File: src/hdl/pcd_pkg.sv
// Shared types, codes and constants of the pointer click/drag classifier.
package pcd_pkg;

	localparam int COORD_BITS = 12;
	localparam int CW         = COORD_BITS;
	localparam int CFG_W      = 12;
	localparam int CFG_IDX_W  = 2;
	localparam int TSQ_W      = 2 * CFG_W;
	localparam int SQ_W       = 2 * CW + 1;
	localparam int FLIP_W     = (CW > CFG_W) ? CW : CFG_W;
	localparam int CMP_W      = (SQ_W > TSQ_W) ? SQ_W : TSQ_W;

	localparam logic [CFG_IDX_W-1:0] REG_WIN_HEIGHT = CFG_IDX_W'(0);
	localparam logic [CFG_IDX_W-1:0] REG_DRAG_THR   = CFG_IDX_W'(1);

	localparam logic [CFG_W-1:0] WIN_HEIGHT_RST = CFG_W'(768);
	localparam int               DRAG_THR_RST   = 5;
	localparam logic [TSQ_W-1:0] THR_SQ_RST     = TSQ_W'(DRAG_THR_RST * DRAG_THR_RST);

	// Unit step: a drag update whose squared step from the last point is at most this is dropped.
	localparam logic [CW-1:0] UNIT_DIST = CW'(1);

	localparam logic [1:0] BTN_LEFT  = 2'd0;
	localparam logic [1:0] BTN_RIGHT = 2'd1;

	typedef enum logic [1:0] {
		OP_POLL = 2'd0,
		OP_DOWN = 2'd1,
		OP_MOVE = 2'd2,
		OP_UP   = 2'd3
	} op_t;

	typedef enum logic [2:0] {
		G_NONE      = 3'd0,
		G_LDOWN     = 3'd1,
		G_RDOWN     = 3'd2,
		G_LDRAGGING = 3'd3,
		G_LUP       = 3'd4,
		G_LDRAG     = 3'd5
	} gesture_t;

	typedef struct packed {
		op_t             op;
		logic [1:0]      btn;
		logic [CW-1:0]   x;
		logic [CW-1:0]   y;
	} item_t;

	typedef struct packed {
		gesture_t        gest;
		logic            pend;
		logic [CW-1:0]   bx;
		logic [CW-1:0]   by;
		logic [CW-1:0]   lx;
		logic [CW-1:0]   ly;
	} state_t;

	typedef struct packed {
		gesture_t        gesture;
		logic [CW-1:0]   start_x;
		logic [CW-1:0]   start_y;
		logic [CW-1:0]   end_x;
		logic [CW-1:0]   end_y;
	} rpt_t;

	localparam state_t ST_RST = '{
		gest: G_NONE, pend: 1'b0, bx: '0, by: '0, lx: '0, ly: '0
	};

endpackage

File: src/hdl/pcd_ifs.sv
// Valid/ready channel interfaces: pointer events, gesture reports, register writes.
interface pcd_evt_if import pcd_pkg::*; ();
	logic          valid;
	logic          ready;
	logic [1:0]    opcode;
	logic [1:0]    button;
	logic [CW-1:0] pos_x;
	logic [CW-1:0] pos_y;

	modport source(output valid, output opcode, output button, output pos_x,
		output pos_y, input ready);
	modport sink(input valid, input opcode, input button, input pos_x,
		input pos_y, output ready);
endinterface

interface pcd_rpt_if import pcd_pkg::*; ();
	logic          valid;
	logic          ready;
	logic [2:0]    gesture;
	logic [CW-1:0] start_x;
	logic [CW-1:0] start_y;
	logic [CW-1:0] end_x;
	logic [CW-1:0] end_y;

	modport source(output valid, output gesture, output start_x, output start_y,
		output end_x, output end_y, input ready);
	modport sink(input valid, input gesture, input start_x, input start_y,
		input end_x, input end_y, output ready);
endinterface

interface pcd_cfg_if import pcd_pkg::*; ();
	logic                 valid;
	logic                 ready;
	logic [CFG_IDX_W-1:0] index;
	logic [CFG_W-1:0]     data;

	modport source(output valid, output index, output data, input ready);
	modport sink(input valid, input index, input data, output ready);
endinterface

File: src/hdl/pcd_core.sv
// Gesture next-state and poll report logic for one event.
module pcd_core import pcd_pkg::*; (
	input  item_t            item,
	input  state_t           st,
	input  logic [TSQ_W-1:0] thr_sq,
	output state_t           st_nxt,
	output logic             res_v,
	output rpt_t             res
);

	function automatic state_t rec(gesture_t g, logic [CW-1:0] sx, logic [CW-1:0] sy,
		logic [CW-1:0] ex, logic [CW-1:0] ey);
		state_t s;
		s.gest = g;
		s.pend = 1'b1;
		s.bx   = sx;
		s.by   = sy;
		s.lx   = ex;
		s.ly   = ey;
		return s;
	endfunction

	function automatic logic [CW-1:0] absdiff(logic [CW-1:0] a, logic [CW-1:0] b);
		return (a > b) ? (a - b) : (b - a);
	endfunction

	logic [CW-1:0]   dxb, dyb, dxl, dyl;
	logic [2*CW-1:0] sqx, sqy;
	logic [SQ_W-1:0] dist_sq;
	logic            held, far, moved;

	assign dxb = absdiff(item.x, st.bx);
	assign dyb = absdiff(item.y, st.by);
	assign dxl = absdiff(item.x, st.lx);
	assign dyl = absdiff(item.y, st.ly);

	assign sqx     = (2*CW)'(dxb) * (2*CW)'(dxb);
	assign sqy     = (2*CW)'(dyb) * (2*CW)'(dyb);
	assign dist_sq = SQ_W'(sqx) + SQ_W'(sqy);

	assign held = (st.gest == G_LDOWN) || (st.gest == G_LDRAGGING);
	assign far  = CMP_W'(dist_sq) > CMP_W'(thr_sq);
	// squared distance above one: a step over one on either axis, or a diagonal unit step
	assign moved = (dxl > UNIT_DIST) || (dyl > UNIT_DIST) ||
		((dxl == UNIT_DIST) && (dyl == UNIT_DIST));

	always_comb begin
		st_nxt      = st;
		res_v       = 1'b0;
		res.gesture = st.pend ? st.gest : G_NONE;
		res.start_x = st.bx;
		res.start_y = st.by;
		res.end_x   = st.lx;
		res.end_y   = st.ly;
		unique case (item.op)
			OP_POLL: begin
				res_v       = 1'b1;
				st_nxt.pend = 1'b0;
			end
			OP_DOWN: begin
				if (item.btn == BTN_LEFT) begin
					st_nxt = rec(G_LDOWN, item.x, item.y, item.x, item.y);
				end else if (item.btn == BTN_RIGHT) begin
					st_nxt = rec(G_RDOWN, item.x, item.y, item.x, item.y);
				end
			end
			OP_MOVE: begin
				if (held && far) begin
					if (moved) begin
						st_nxt = rec(G_LDRAGGING, st.bx, st.by, item.x, item.y);
					end
				end else begin
					st_nxt.lx = item.x;
					st_nxt.ly = item.y;
				end
			end
			OP_UP: begin
				if (item.btn == BTN_LEFT) begin
					if (st.gest == G_LDOWN) begin
						st_nxt = rec(G_LUP, st.bx, st.by, item.x, item.y);
					end else if (st.gest == G_LDRAGGING) begin
						st_nxt = rec(G_LDRAG, st.bx, st.by, item.x, item.y);
					end
				end
			end
		endcase
	end

endmodule

File: src/hdl/pointer_click_drag_classifier.sv
// Top level of the pointer click/drag classifier.
//
// Channels (valid/ready, a beat moves when both are high):
//   evt - pointer events: opcode (poll, down, move, up), button, pos_x, pos_y.
//   rpt - one report beat per poll: gesture, start point and end point.
//   cfg - register writes: index 0 window height, index 1 drag threshold.
//         Always ready; other indexes are dropped. Write only while idle.
// Each event passes one input register (y is flipped there against the
// window height) and then the gesture logic, which updates the gesture
// state and, for a poll, loads the report register. A poll's report is
// offered on rpt once it has passed the input register and the report
// register. One event is taken every cycle unless a poll waits behind a
// full report register; the gesture state register feeds back through
// combinational logic alone. The drag threshold is squared when written,
// so the distance test is two small squares, an add and a compare.
// When rpt stalls, non-poll events keep flowing; a poll waiting behind a
// full report register holds the input stage and evt.ready drops.
// Reset clears the gesture state, the pending flag, both points and the
// valid bits, and loads the register defaults (height 768, threshold 5).
module pointer_click_drag_classifier import pcd_pkg::*; (
	input  logic       clk,
	input  logic       arst_n,
	pcd_evt_if.sink    evt,
	pcd_rpt_if.source  rpt,
	pcd_cfg_if.sink    cfg
);

	logic             v_s1;
	item_t            item_s1;
	logic [CFG_W-1:0] wh_q;
	logic [TSQ_W-1:0] thr_sq_q;
	state_t           st_q;
	state_t           st_nxt;
	logic             rpt_v_q;
	rpt_t             rpt_q;
	rpt_t             res;
	logic             res_v;
	logic             adv_s1, fire_s1, evt_fire, cfg_fire;
	logic [FLIP_W-1:0] wh_ext, ry_ext;
	logic [CW-1:0]    y_flip;
	logic [TSQ_W-1:0] thr_sq_new;

	// flip y against the window height, hold at zero below the bottom edge
	assign wh_ext = FLIP_W'(wh_q);
	assign ry_ext = FLIP_W'(evt.pos_y);
	assign y_flip = (wh_ext > ry_ext) ? CW'(wh_ext - ry_ext) : '0;

	// a poll needs the report register free; anything else always advances
	assign adv_s1   = (item_s1.op != OP_POLL) || !rpt_v_q || rpt.ready;
	assign fire_s1  = v_s1 && adv_s1;
	assign evt.ready = !v_s1 || adv_s1;
	assign evt_fire = evt.valid && evt.ready;

	always_ff @(posedge clk or negedge arst_n) begin
		if (!arst_n) begin
			v_s1 <= 1'b0;
		end else if (evt.ready) begin
			v_s1 <= evt.valid;
		end
	end

	always_ff @(posedge clk) begin
		if (evt_fire) begin
			item_s1.op  <= op_t'(evt.opcode);
			item_s1.btn <= evt.button;
			item_s1.x   <= evt.pos_x;
			item_s1.y   <= y_flip;
		end
	end

	pcd_core u_core (
		.item   (item_s1),
		.st     (st_q),
		.thr_sq (thr_sq_q),
		.st_nxt (st_nxt),
		.res_v  (res_v),
		.res    (res)
	);

	always_ff @(posedge clk or negedge arst_n) begin
		if (!arst_n) begin
			st_q <= ST_RST;
		end else if (fire_s1) begin
			st_q <= st_nxt;
		end
	end

	// report register: load on a poll, drop once taken
	always_ff @(posedge clk or negedge arst_n) begin
		if (!arst_n) begin
			rpt_v_q <= 1'b0;
		end else if (fire_s1 && res_v) begin
			rpt_v_q <= 1'b1;
		end else if (rpt.ready) begin
			rpt_v_q <= 1'b0;
		end
	end

	always_ff @(posedge clk) begin
		if (fire_s1 && res_v) begin
			rpt_q <= res;
		end
	end

	assign rpt.valid   = rpt_v_q;
	assign rpt.gesture = rpt_q.gesture;
	assign rpt.start_x = rpt_q.start_x;
	assign rpt.start_y = rpt_q.start_y;
	assign rpt.end_x   = rpt_q.end_x;
	assign rpt.end_y   = rpt_q.end_y;

	// configuration: keep the threshold squared so the drag test needs no extra multiply
	assign cfg.ready  = 1'b1;
	assign cfg_fire   = cfg.valid && cfg.ready;
	assign thr_sq_new = TSQ_W'(cfg.data) * TSQ_W'(cfg.data);

	always_ff @(posedge clk or negedge arst_n) begin
		if (!arst_n) begin
			wh_q     <= WIN_HEIGHT_RST;
			thr_sq_q <= THR_SQ_RST;
		end else if (cfg_fire) begin
			unique case (cfg.index)
				REG_WIN_HEIGHT: wh_q     <= cfg.data;
				REG_DRAG_THR:   thr_sq_q <= thr_sq_new;
				default: begin
				end
			endcase
		end
	end

endmodule

File: src/flat_wrapper.sv
// flat-port wrapper written by rule: the top's interface ports become plain ports
module pointer_click_drag_classifier_flat import pcd_pkg::*;
  (clk, arst_n, evt_valid, evt_opcode, evt_button, evt_pos_x, evt_pos_y, evt_ready, rpt_valid, rpt_gesture, rpt_start_x, rpt_start_y, rpt_end_x, rpt_end_y, rpt_ready, cfg_valid, cfg_index, cfg_data, cfg_ready);
  pcd_evt_if evt_i ();
  pcd_rpt_if rpt_i ();
  pcd_cfg_if cfg_i ();
  input  logic clk;
  input  logic arst_n;
  input wire logic [$bits(evt_i.valid)-1:0] evt_valid;
  input wire logic [$bits(evt_i.opcode)-1:0] evt_opcode;
  input wire logic [$bits(evt_i.button)-1:0] evt_button;
  input wire logic [$bits(evt_i.pos_x)-1:0] evt_pos_x;
  input wire logic [$bits(evt_i.pos_y)-1:0] evt_pos_y;
  output wire logic [$bits(evt_i.ready)-1:0] evt_ready;
  output wire logic [$bits(rpt_i.valid)-1:0] rpt_valid;
  output wire logic [$bits(rpt_i.gesture)-1:0] rpt_gesture;
  output wire logic [$bits(rpt_i.start_x)-1:0] rpt_start_x;
  output wire logic [$bits(rpt_i.start_y)-1:0] rpt_start_y;
  output wire logic [$bits(rpt_i.end_x)-1:0] rpt_end_x;
  output wire logic [$bits(rpt_i.end_y)-1:0] rpt_end_y;
  input wire logic [$bits(rpt_i.ready)-1:0] rpt_ready;
  input wire logic [$bits(cfg_i.valid)-1:0] cfg_valid;
  input wire logic [$bits(cfg_i.index)-1:0] cfg_index;
  input wire logic [$bits(cfg_i.data)-1:0] cfg_data;
  output wire logic [$bits(cfg_i.ready)-1:0] cfg_ready;
  assign evt_i.valid = evt_valid;
  assign evt_i.opcode = evt_opcode;
  assign evt_i.button = evt_button;
  assign evt_i.pos_x = evt_pos_x;
  assign evt_i.pos_y = evt_pos_y;
  assign evt_ready = evt_i.ready;
  assign rpt_valid = rpt_i.valid;
  assign rpt_gesture = rpt_i.gesture;
  assign rpt_start_x = rpt_i.start_x;
  assign rpt_start_y = rpt_i.start_y;
  assign rpt_end_x = rpt_i.end_x;
  assign rpt_end_y = rpt_i.end_y;
  assign rpt_i.ready = rpt_ready;
  assign cfg_i.valid = cfg_valid;
  assign cfg_i.index = cfg_index;
  assign cfg_i.data = cfg_data;
  assign cfg_ready = cfg_i.ready;
  pointer_click_drag_classifier u_core (.clk(clk), .arst_n(arst_n), .evt(evt_i), .rpt(rpt_i), .cfg(cfg_i));
endmodule
File: config.mk
export PLATFORM = sky130hd
export DESIGN_NAME = pointer_click_drag_classifier_flat
export DESIGN_NICKNAME = d
export VERILOG_FILES = /design/src/hdl/pcd_pkg.sv /design/src/hdl/pcd_ifs.sv /design/src/hdl/pcd_core.sv /design/src/hdl/pointer_click_drag_classifier.sv /design/src/flat_wrapper.sv
export SDC_FILE = /design/constraint.sdc
export NUM_CORES = 1
export LEC_CHECK = 0
export ABC_AREA = 1
export ABC_CLOCK_PERIOD_IN_PS = 14900
export BUFFER_PORTS_ARGS = -buffer_cell sky130_fd_sc_hd__buf_4
export CORE_UTILIZATION = 50
export CTS_CLUSTER_SIZE = 25
export DETAILED_ROUTE_END_ITERATION = 10
export PLACE_DENSITY = 0.77
export SYNTH_ARGS = -nofsm -noshare
export SYNTH_HDL_FRONTEND = slang
export SYNTH_SLANG_ARGS = --single-unit
File: constraint.sdc
create_clock -name clk -period 14.9 [get_ports clk]
set_input_delay 2.98 -clock clk [delete_from_list [all_inputs] [get_ports clk]]
set_output_delay 2.98 -clock clk [all_outputs]
set_load 0.02 [all_outputs]
Yosys cells after proc, flatten, opt, wreduce, memory -nomap -nowiden

Cells that the tools add are included.

Flip-flop bits (word level): 169
Input bits: 47
Output and inout port bits: 54
Logic and storage cells: 101

$add $sub $neg: 10
$mul: 3
$lt $le $gt $ge: 8
Equal/unequal tests: 15
Mux-type cells: 18
Bitwise operators: 2
Reduce and logical (&&, ||, !) cells: 26

Operator list:

| operator              | number |
|---|---|
| $mux W52              | 6 |
| $pmux W48 S3          | 1 |
| $sub A12 B12 Y12      | 9 |
| $mul A12 B12 Y24      | 3 |
| $gt A12 B12 Y1        | 5 |
| $mux W12              | 4 |
| $mux W28              | 1 |
| $add A24 B24 Y25      | 1 |
| $gt A25 B24 Y1        | 1 |
| $eq A12 B1 Y1 const B | 2 |
| $gt A12 B1 Y1 const B | 2 |
| $mux W24              | 1 |
| $reduce_and A6 Y1     | 2 |
| $ne A3 B3 Y1 const B  | 3 |
| $pmux W3 S3           | 1 |
| $reduce_and A7 Y1     | 1 |
| $eq A2 B1 Y1 const B  | 3 |
| $logic_not A2 Y1      | 3 |
| $logic_or A1 B1 Y1    | 6 |
| $ne A2 B2 Y1 const B  | 3 |
| $reduce_bool A2 Y1    | 3 |
| $logic_and A1 B1 Y1   | 5 |
| $reduce_and A5 Y1     | 1 |
| $eq A2 B2 Y1 const B  | 2 |
| other kinds (8)       | 13 |

Depth between registers and ports, before layout

Gate-level depths: netlist of run 1.

Depth in word-level cells: 8
Gate-level depth with buffers: 58
Mapped depth without buffers: 57

Hierarchy

A second synthesis of run 1 with hierarchy kept.

Cell total of the unflattened synthesis: 3472
Area total of the unflattened synthesis: 26208.9 µm²

By module, submodules not included:

| module                        | times used | cells an instance | area each (µm²) | sequential area each (µm²) |
|---|---|---|---|---|
| pcd_core                      | 1          | 2331              | 15583.7         | 0.0 |
| pointer_click_drag_classifier | 1          | 1141              | 10625.2         | 4605.7 |

Worst setup path after synthesis of run 1

No wires, ideal clock.

Path type: reg-to-reg
From: register u_core.item_s1[0] in the netlist's numbering
To: register u_core.st_q[1] in the netlist's numbering
Setup time: 0.117 ns
Arrival time: 9.020 ns
Data required time: 14.783 ns
Setup slack: 5.763 ns
Cell stages (with the launch flop): 54
Buffers on the path: 2
Period minus slack after synthesis: 9.137 ns
Path through: edfxtp_1 > inv_1 > ha_1 > inv_1 > fa_1 > nand3_1 > nand2_1 > nand3_1 > nand2_1 > nand2_1 > nand2_1 > nand2_1 > nand2_1 > nand2_1 > buf_2 > nand2_1 > nand2_1 > clkinv_1 > [... 18 more ...] > o21ai_0 > a21boi_0 > o21ai_0 > xor2_1 > ha_1 > nand2_1 > nor2_1 > a211oi_1 > nand2_1 > nand2_1 > nand2_1 > nand2_1 > a21oi_1 > nand2_2 > nand2_4 > buf_6 > nand2_1 > nand2_1

Cells in the longest elaborated chain, start to end: 8
Elaborated cells on any way between the ends: 21
Those cells by class: add/sub (5); mul (1); order compare (4); eq/ne (2); mux (4); reduce/logical (5)

Ends and longest elaborated chain:

| element                                                            | line                                | text |
|---|---|---|
| start: declaration                                                 | pointer_click_drag_classifier.sv:29 | `item_t item_s1;` |
| $sub A12 B12 Y12 or $gt A12 B12 Y1 (tied branches)                 | pcd_core.sv:24                      | `return (a > b) ? (a - b) : (b - a);` |
| $mux W12                                                           | pcd_core.sv:24                      |  |
| $mul A12 B12 Y24                                                   | pcd_core.sv:38                      | `assign sqy = (2*CW)'(dyb) * (2*CW)'(dyb);` |
| $add A24 B24 Y25                                                   | pcd_core.sv:39                      | `assign dist_sq = SQ_W'(sqx) + SQ_W'(sqy);` |
| $gt A25 B24 Y1                                                     | pcd_core.sv:42                      | `assign far = CMP_W'(dist_sq) > CMP_W'(thr_sq);` |
| $logic_and A1 B1 Y1                                                | pcd_core.sv:68                      | `if (held && far) begin` |
| $ne A3 B3 Y1 (no source line) or $mux W24 (tied branches)          | --                                  |  |
| $reduce_and A6 Y1 (no source line) or $pmux W48 S3 (tied branches) | --                                  |  |
| end signal: assignment                                             | pointer_click_drag_classifier.sv:84 | `st_q <= st_nxt;` |
| end: declaration                                                   | pointer_click_drag_classifier.sv:32 | `state_t st_q;` |

Several ways; a longest one is shown, not always the timed one.
A chain may end at the register's enable or synchronous reset.

Worst setup path after layout of run 1

From: register u_core.item_s1[12] in the netlist's numbering
To: register u_core.st_q[10] in the netlist's numbering

Cells in the longest elaborated chain, start to end: 8
Elaborated cells on any way between the ends: 21
Those cells by class: add/sub (5); mul (1); order compare (4); eq/ne (2); mux (4); reduce/logical (5)

Ends and longest elaborated chain:

| element                                                            | line           | text |
|---|---|---|
| $sub A12 B12 Y12 or $gt A12 B12 Y1 (tied branches)                 | pcd_core.sv:24 |  |
| $mux W12                                                           | pcd_core.sv:24 |  |
| $mul A12 B12 Y24                                                   | pcd_core.sv:37 | `assign sqx = (2*CW)'(dxb) * (2*CW)'(dxb);` |
| $add A24 B24 Y25                                                   | pcd_core.sv:39 |  |
| $gt A25 B24 Y1                                                     | pcd_core.sv:42 |  |
| $logic_and A1 B1 Y1                                                | pcd_core.sv:68 |  |
| $ne A3 B3 Y1 (no source line) or $mux W24 (tied branches)          | --             |  |
| $reduce_and A6 Y1 (no source line) or $pmux W48 S3 (tied branches) | --             |  |

Several ways; a longest one is shown, not always the timed one.

==> flow_summary.rst, run 1 <==
.. list-table::
   :header-rows: 1

   * - Metric
     - Value
   * - Largest area contributor in the synthesized netlist
     - sky130_fd_sc_hd__fa_1
   * - DRC violations left
     - 0
   * - Area grow syn2layout
     - 7.63%
   * - Average footprint of a synthesized cell
     - 7.88 um2
   * - Total clock buffers created by CTS
     - 17
   * - Final-report max-slew violation count
     - 0
   * - Area inside the core boundary
     - 47700 um2
   * - Mapped Nets
     - 3699
   * - Number of iterations in the first detailed-routing pass
     - 6
   * - Startpoint of the lowest-slack register-to-register path
     - u_core.item_s1[12]$_DFFE_PP_
   * - Post-synthesis cell area
     - 24200 um2
   * - Syn. warnings
     - 0
   * - Worst Skew
     - 0.0216 ns
   * - Total overflow reported by the global router
     - 0
   * - FF+latch count, synth
     - 168
   * - Type of element launching the critical path
     - register
   * - Yosys top cell area share
     - 23.9%
   * - Mapped Cells
     - 3072
   * - Cell with the most instances after synthesis
     - sky130_fd_sc_hd__inv_1
   * - Cell variety after synth
     - 47
   * - Critical setup path kind
     - register to register
   * - First DRT Iteration DRCs
     - 1367
   * - Most used standard cells in the synthesized netlist
     - sky130_fd_sc_hd__inv_1, sky130_fd_sc_hd__nand2_1, sky130_fd_sc_hd__ha_1
   * - Chip Height
     - 222 um
   * - Clock Path Buffers
     - 2
   * - Global-route wire length before repair
     - 98400 um
   * - Worst hold path stage count
     - 0
   * - Count of buffers from port buffering
     - 99
   * - Synth area leaders
     - sky130_fd_sc_hd__fa_1, sky130_fd_sc_hd__ha_1, sky130_fd_sc_hd__inv_1, sky130_fd_sc_hd__nand2_1, sky130_fd_sc_hd__edfxtp_1
   * - Run status
     - complete, no violations
   * - Post-Route Utilization
     - 54.6%
   * - Required @ worst endpoint
     - 15.25 ns
   * - Initial core utilization
     - 50.7%
   * - Share of post-route cells with drive strength above 1
     - 5.62%
   * - Predominant post-synthesis flop cell
     - sky130_fd_sc_hd__dfrtp_1
   * - Capture instance of the worst register-to-register path
     - u_core.st_q[10]$_DFFE_PN0P_
   * - Post-route clock period utilization
     - 72.7%
   * - Clock Sinks
     - 168
   * - Root Driver
     - sky130_fd_sc_hd__clkbuf_16
   * - Cells on worst reg2reg path
     - 49
   * - Overall Global Routing Usage
     - 25.0%
   * - CTS H-tree lvls
     - 4
   * - Final standard cell area without fillers
     - 26100 um2
   * - Max-cap viol count
     - 0
   * - Fin. Hold Viols
     - 0
   * - Minimum clock period after layout
     - 10.84 ns
   * - Initial antenna violation count
     - 0
   * - Post-route ant nets
     - 0
   * - TritonCTS clock tree
     - done
   * - Sequential element share of the synthesized area
     - 19.0%
   * - DPL Wire Length
     - 49900 um
   * - Die boundary width
     - 222 um
   * - Share of flip-flops with an asynchronous set or reset after synthesis
     - 53.0%
   * - Count of hold-fix buffers inserted at cts
     - 0
   * - FMAX
     - 0.0923 GHz
   * - Total routed wirelength
     - 58900 um
   * - GPL Wtd Cong
     - 0.965
   * - Post-Place Cell Area
     - 25500 um2
   * - Filler Cell Count
     - 4338
   * - Placement row count
     - 80
   * - Sort of element at the end of the critical path
     - register
   * - Setup repair bufs after CTS
     - 0
   * - Clock transition at path regs
     - 0.07 ns
   * - Routed wire length per instance
     - 15.6 um
   * - Via density per instance
     - 5.11
   * - Pin count of the biggest net entering global routing
     - 67
   * - Max stage delay cell, worst path
     - sky130_fd_sc_hd__xor2_1
   * - Sum Neg Setup Slack
     - 0 ns
   * - Flop2flop setup slack
     - 4.06 ns
   * - Die ar.
     - 49300 um2
   * - CTS-repair resized insts
     - 0
   * - Worst hold path startpoint
     - u_core.st_q[35]$_DFFE_PN0P_
   * - Setup ws final
     - 4.06 ns
   * - Rel. slew slack
     - 23.2%
   * - # setup viols final
     - 0
   * - Number of inserted diodes
     - 0
   * - Number of global-route vias before repair
     - 19.4k
   * - Insertion delay to the later sink of the worst-skew pair
     - 0.46 ns
   * - Transition time of the tightest slew-check pin
     - 1.15 ns
   * - Most common cell on crit path
     - sky130_fd_sc_hd__nand2_1
   * - Net count, final
     - 3764
   * - Critical Path AT
     - 11.19 ns
   * - RSZ-0062 raised after global routing
     - no
   * - Maximum fanout encountered on the critical timing path
     - 25
   * - Min-Delay Endpoint
     - u_core.rpt.start_y[11]$_DFFE_PP_
   * - Top Ports
     - 101
   * - Pre-CTS worst setup slack
     - 4.18 ns
   * - Via count
     - 19.3k
   * - Class of the worst hold path
     - register to register
   * - Number of flops mapped to enable cells by yosys
     - 79
   * - Maximum cell stage delay along the critical path
     - 0.81 ns
==> routing by layer <==
metal,track usage [%],vias to the layer above,share of wire (%)
met5,0,-,0
met4,5.42,0,1.8
met3,3.43,70,5.7
met2,41.3,530,47
met1,35.0,9156,45
li1,-,9501,-
==> logic make-up (layout without fill, tap and decap cells) <==
logic type | after synthesis | count (layout) | synth area share, %
AND/OR/NAND/NOR | 1101 | 1101 | 18.5
buffers and inverters | 811 | 889 | 12.9
adder cells (fa/ha/maj) | 580 | 580 | 38.9
AO/OA/AOI/OAI | 313 | 313 | 7.04
flip-flops | 168 | 168 | 19.0
XOR/XNOR | 95 | 95 | 3.47
multiplexers | 3 | 3 | 0.139
other | 1 | 1 | 0.0155
==> through the flow <==
step                cells  hold WS (ns)
finish               3765         0.458
global route         3765         0.473
CTS                  3764         0.463
detailed placement   3732         0.447
global placement     3732         0.433
floorplan            3072         0.425
==> critical path, delay by kind of cell, from the launching register on <==
kind / cells / cell delay [ns]
and+or+nand+nor: 18 / 2.31
xor gates and xnor gates: 2 / 0.99
buffers and inverters: 7 / 0.70
DFF: 1 / 0.43
AOI/OAI and AO/OA: 11 / 1.62
adders and majority gates: 11 / 4.63
==> area by class of cell <==
class	instances	area, um2	share of cell area (%)
Multi-Input combinational cell	2093	16500	63.3
Sequential cell	168	4610	17.7
Inverter	751	2820	10.8
Timing Repair Buffer	106	793	3.04
Tap cell	615	769	2.95
Clock buffer	18	429	1.65
Clock inverter	14	148	0.566
==> placed cells by master (no fill, tap or decap), types with 4 or more instances in the layout <==
| master | instances |
|---|---|
| sky130_fd_sc_hd__inv_1 | 744 |
| sky130_fd_sc_hd__nand2_1 | 663 |
| sky130_fd_sc_hd__ha_1 | 291 |
| sky130_fd_sc_hd__fa_1 | 289 |
| sky130_fd_sc_hd__nor2_1 | 227 |
| sky130_fd_sc_hd__a21oi_1 | 139 |
| sky130_fd_sc_hd__nand3_1 | 132 |
| sky130_fd_sc_hd__o21ai_0 | 117 |
| sky130_fd_sc_hd__buf_4 | 105 |
| sky130_fd_sc_hd__dfrtp_1 | 84 |
| sky130_fd_sc_hd__edfxtp_1 | 79 |
| sky130_fd_sc_hd__xor2_1 | 67 |
| sky130_fd_sc_hd__nand4_1 | 33 |
| sky130_fd_sc_hd__xnor2_1 | 27 |
| sky130_fd_sc_hd__clkbuf_16 | 17 |
| sky130_fd_sc_hd__nor3_1 | 16 |
| sky130_fd_sc_hd__a21o_1 | 15 |
| sky130_fd_sc_hd__o21bai_1 | 12 |
| sky130_fd_sc_hd__or2_2 | 9 |
| sky130_fd_sc_hd__a31oi_1 | 7 |
| sky130_fd_sc_hd__nand2_2 | 7 |
| sky130_fd_sc_hd__inv_2 | 6 |
| sky130_fd_sc_hd__clkinvlp_4 | 5 |
| sky130_fd_sc_hd__dfstp_2 | 5 |
| sky130_fd_sc_hd__o21ai_2 | 4 |
| sky130_fd_sc_hd__o211ai_1 | 4 |
==> flip-flops by register name, summed over array words and instances, names as in the netlist <==
name and flops:
u_core.rpt.end_y 12, u_core.rpt.start_y 12, u_core.v_s1 1, u_core.thr_sq_q 23, u_core.item_s1 28, u_core.st_q 52, u_core.rpt.valid 1, u_core.wh_ext 12
u_core.rpt.end_x 12, u_core.rpt.gesture 3, u_core.rpt.start_x 12
==> worst max path at each step <==
stage | start | end | slack [ns] | depth (start not counted)
3_5_place_dp | u_core.item_s1[12]$_DFFE_PP_ | u_core.st_q[10]$_DFFE_PN0P_ | 4.18 | 49
2_1_floorplan | u_core.item_s1[0]$_SDFFCE_PP0P_ | u_core.st_q[1]$_DFFE_PN0P_ | 5.76 | 53
3_3_place_gp | u_core.item_s1[12]$_DFFE_PP_ | u_core.st_q[7]$_DFFE_PN0P_ | 4.37 | 47
4_1_cts | u_core.item_s1[12]$_DFFE_PP_ | u_core.st_q[10]$_DFFE_PN0P_ | 4.14 | 49
5_1_grt | u_core.item_s1[0]$_SDFFCE_PP0P_ | u_core.st_q[10]$_DFFE_PN0P_ | 3.12 | 53
6_report | u_core.item_s1[12]$_DFFE_PP_ | u_core.st_q[10]$_DFFE_PN0P_ | 4.06 | 49
Power of run 1 is not shown: default switching activity piles up to over one toggle a cycle in this logic, so the estimate is an artifact.
==> run 2: changes to the inputs <==
Settings changed: ABC_CLOCK_PERIOD_IN_PS 14900 to 9300, PLACE_DENSITY 0.77 to 0.79.
Clock period 14.9 ns to 9.3 ns, I/O delays scaled along.
==> run 2 against run 1 <==
  * The flow now finishes with violations (negative setup slack)
  * Clock skew down 0.012 ns
  * Via count grew 9.4%
  * Routed wire length is 11% higher
  * Maximum frequency grew 16%
  * Critical path depth rose by 6
  * Critical path type unchanged
==> flow_summary.rst, run 2 (same netlist as run 1, synthesis figures left out) <==
.. list-table::
   :header-rows: 1

   * - Metric
     - Value
   * - Capture instance of the worst register-to-register path
     - u_core.st_q[9]$_DFFE_PN0P_
   * - Largest registers
     - u_core.st_q (52), u_core.item_s1 (28), u_core.thr_sq_q (23)
   * - Endpoint of the most critical setup path
     - u_core.st_q[9]$_DFFE_PN0P_
   * - Top Ports
     - 101 (unchanged)
   * - Pin count of the biggest net entering global routing
     - 66 (-1.5%)
   * - FMAX
     - 0.107 GHz (+16%)
   * - Clock Path Buffers
     - 2 (unchanged)
   * - Rel. slew slack
     - 18.0% (-5.2 points)
   * - Run status
     - finished, violations left
   * - Max FFs per register
     - 52 (unchanged)
   * - Number of iterations in the first detailed-routing pass
     - 6 (unchanged)
   * - Share of post-route cells with drive strength above 1
     - 19.2% (+14 points)
   * - GPL Wtd Cong
     - 1.00 (+4.1%)
   * - Clock transition at path regs
     - 0.07 ns (about the same)
   * - Clock Sinks
     - 168 (unchanged)
   * - Worst setup path startpoint
     - u_core.item_s1[0]$_SDFFCE_PP0P_
   * - Class of the worst hold path
     - register to register
   * - Family with the most delay on the worst path
     - adder cells
   * - Transition time of the tightest slew-check pin
     - 1.22 ns (+0.0652 ns)
   * - TritonCTS clock tree
     - done
   * - Placement row count
     - 80 (unchanged)
   * - Flop2flop setup slack
     - -0.006 ns (-4.07 ns)
   * - DRC violations left
     - 0 (unchanged)
   * - Number of global-route vias before repair
     - 20.9k (+7.7%)
   * - Sort of element at the end of the critical path
     - register
   * - Post-route ant nets
     - 0 (unchanged)
   * - RSZ-0062 raised after global routing
     - yes
   * - Maximum fanout encountered on the critical timing path
     - 7 (-72%)
   * - Global-route wire length before repair
     - 102000 um (+4.1%)
   * - Via count
     - 21.1k (+9.4%)
   * - Routed wire length per instance
     - 16.3 um (+4.1%)
   * - Stages on the worst setup path
     - 55 (+12%)
   * - Cells on worst reg2reg path
     - 55 (+12%)
   * - Setup ws final
     - -0.00594 ns (-4.07 ns)
   * - Worst Skew
     - 0.0101 ns (-0.0115 ns)
   * - Insertion delay to the later sink of the worst-skew pair
     - 0.45 ns (about the same)
   * - Total instance count after detailed placement
     - 3956 (+6.0%)
   * - Post-Route Utilization
     - 61.0% (+6.4 points)
   * - Count of buffers from port buffering
     - 99 (unchanged)
   * - Final-report max-slew violation count
     - 0 (unchanged)
   * - Area inside the core boundary
     - 47700 um2 (unchanged)
   * - Critical setup path kind
     - register to register
   * - Count of hold-fix buffers inserted at cts
     - 0 (unchanged)
   * - Initial core utilization
     - 50.7% (unchanged)
   * - Die boundary width
     - 222 um (unchanged)
   * - Top register by number of flip-flops
     - u_core.st_q
   * - Required @ worst endpoint
     - 9.64 ns (-5.61 ns)
   * - Total overflow reported by the global router
     - 0 (unchanged)
   * - # setup viols final
     - 1 (+1)
   * - First DRT Iteration DRCs
     - 1591 (+16%)
   * - Total routed wirelength
     - 65500 um (+11%)
   * - Critical Path AT
     - 9.64 ns (-1.55 ns)
   * - Post-route clock period utilization
     - 100% (+27 points)
   * - Critical path buffers and inverters
     - 13 (+6)
   * - Root Driver
     - sky130_fd_sc_hd__clkbuf_16
   * - Die ar.
     - 49300 um2 (unchanged)
   * - Maximum cell stage delay along the critical path
     - 0.54 ns (-0.27 ns)
   * - Net count, final
     - 4024 (+6.9%)
   * - Number of inserted diodes
     - 0 (unchanged)
   * - Most common library cell in the layout ignoring fill and taps
     - sky130_fd_sc_hd__inv_1
   * - DPL Wire Length
     - 52100 um (+4.4%)
   * - Initial antenna violation count
     - 0 (unchanged)
   * - Failing checks
     - negative setup slack
   * - Via density per instance
     - 5.23 (+2.3%)
   * - Chip Height
     - 222 um (unchanged)
   * - Max-cap viol count
     - 0 (unchanged)
   * - Most common cell on crit path
     - sky130_fd_sc_hd__nand2_1
   * - Fin. Hold Viols
     - 0 (unchanged)
   * - Total clock buffers created by CTS
     - 17 (unchanged)
   * - Most used cells in the layout excluding fill and tap cells
     - sky130_fd_sc_hd__inv_1, sky130_fd_sc_hd__nand2_1, sky130_fd_sc_hd__buf_4, sky130_fd_sc_hd__ha_1, sky130_fd_sc_hd__fa_1
   * - Type of element launching the critical path
     - register
   * - Minimum clock period after layout
     - 9.31 ns (-1.53 ns)
   * - Startpoint of the lowest-slack register-to-register path
     - u_core.item_s1[0]$_SDFFCE_PP0P_
   * - Post-layout instance count excluding filler cells
     - 4025 (+6.9%)
   * - Overall Global Routing Usage
     - 25.9% (+0.90 points)
   * - CTS H-tree lvls
     - 4 (unchanged)
   * - Area grow syn2layout
     - 20.3%
   * - Max stage delay cell, worst path
     - sky130_fd_sc_hd__fa_1
==> run 2: timing repair <==
action                                  in CTS  in global routing
gates resized for setup                     65                251
endpoints found under the setup margin      28                 28
pin swaps                                   15                126
setup buffers                                5                 28
cloned                                       3                  5
==> run 2: worst reg2reg max path: cells and delay by family (launching register included) <==
family / cells / cell delay (ns)
compound gates: 5 / 0.71
xor+xnor: 1 / 0.16
fa+ha+maj: 11 / 4.53
buf+inv: 13 / 1.16
flops: 1 / 0.40
simple gates: 25 / 2.22
==> run 2: worst min path at each step <==
stage / slack [ns] / end / startpoint / depth (start not counted)
after floorplan: 0.42 / u_core.rpt.start_x[11]$_DFFE_PP_ / u_core.st_q[47]$_DFFE_PN0P_ / 0
after global placement: 0.43 / u_core.rpt.start_y[11]$_DFFE_PP_ / u_core.st_q[35]$_DFFE_PN0P_ / 0
after global routing: 0.47 / u_core.rpt.start_y[11]$_DFFE_PP_ / u_core.st_q[35]$_DFFE_PN0P_ / 0
after detailed placement: 0.44 / u_core.rpt.start_y[11]$_DFFE_PP_ / u_core.st_q[35]$_DFFE_PN0P_ / 0
final: 0.46 / u_core.rpt.start_y[11]$_DFFE_PP_ / u_core.st_q[35]$_DFFE_PN0P_ / 0
after CTS: 0.46 / u_core.rpt.start_y[11]$_DFFE_PP_ / u_core.st_q[35]$_DFFE_PN0P_ / 0
==> run 2: area by class of cell <==
cell class / count / area (um2)
fillers: 3894 / 18600
repair buffers: 362 / 2860
well taps: 615 / 769
clock inverters: 13 / 118
clock buffers: 19 / 453
repair inverters: 2 / 12.5
flip-flops and latches: 168 / 4610
inverters: 751 / 2850
multi-input cells: 2095 / 17500
==> run 2: routing by layer <==
| metal | global-route usage (%) | wire [um] | vias to the layer above |
|---|---|---|---|
| met5 | 0 | 0 | - |
| met4 | 9.39 | 2140 | 0 |
| met3 | 3.70 | 4390 | 151 |
| met2 | 43.4 | 32000 | 790 |
| met1 | 34.2 | 27000 | 10100 |
| li1 | - | - | 10000 |
==> run 2: per-stage QoR <==
stage	setup WS, ns	hold WS, ns	TNS (ns)	area, um2
floorplan	0.163	0.425	0	24200
global placement	-0.287	0.430	-7.83	27200
detailed placement	-0.534	0.442	-14.15	27200
CTS	0.00744	0.457	0	28100
global route	-0.461	0.474	-12.29	29100
finish	-0.00594	0.455	-0.00594	29100
Power of run 2 is left out for the same reason.
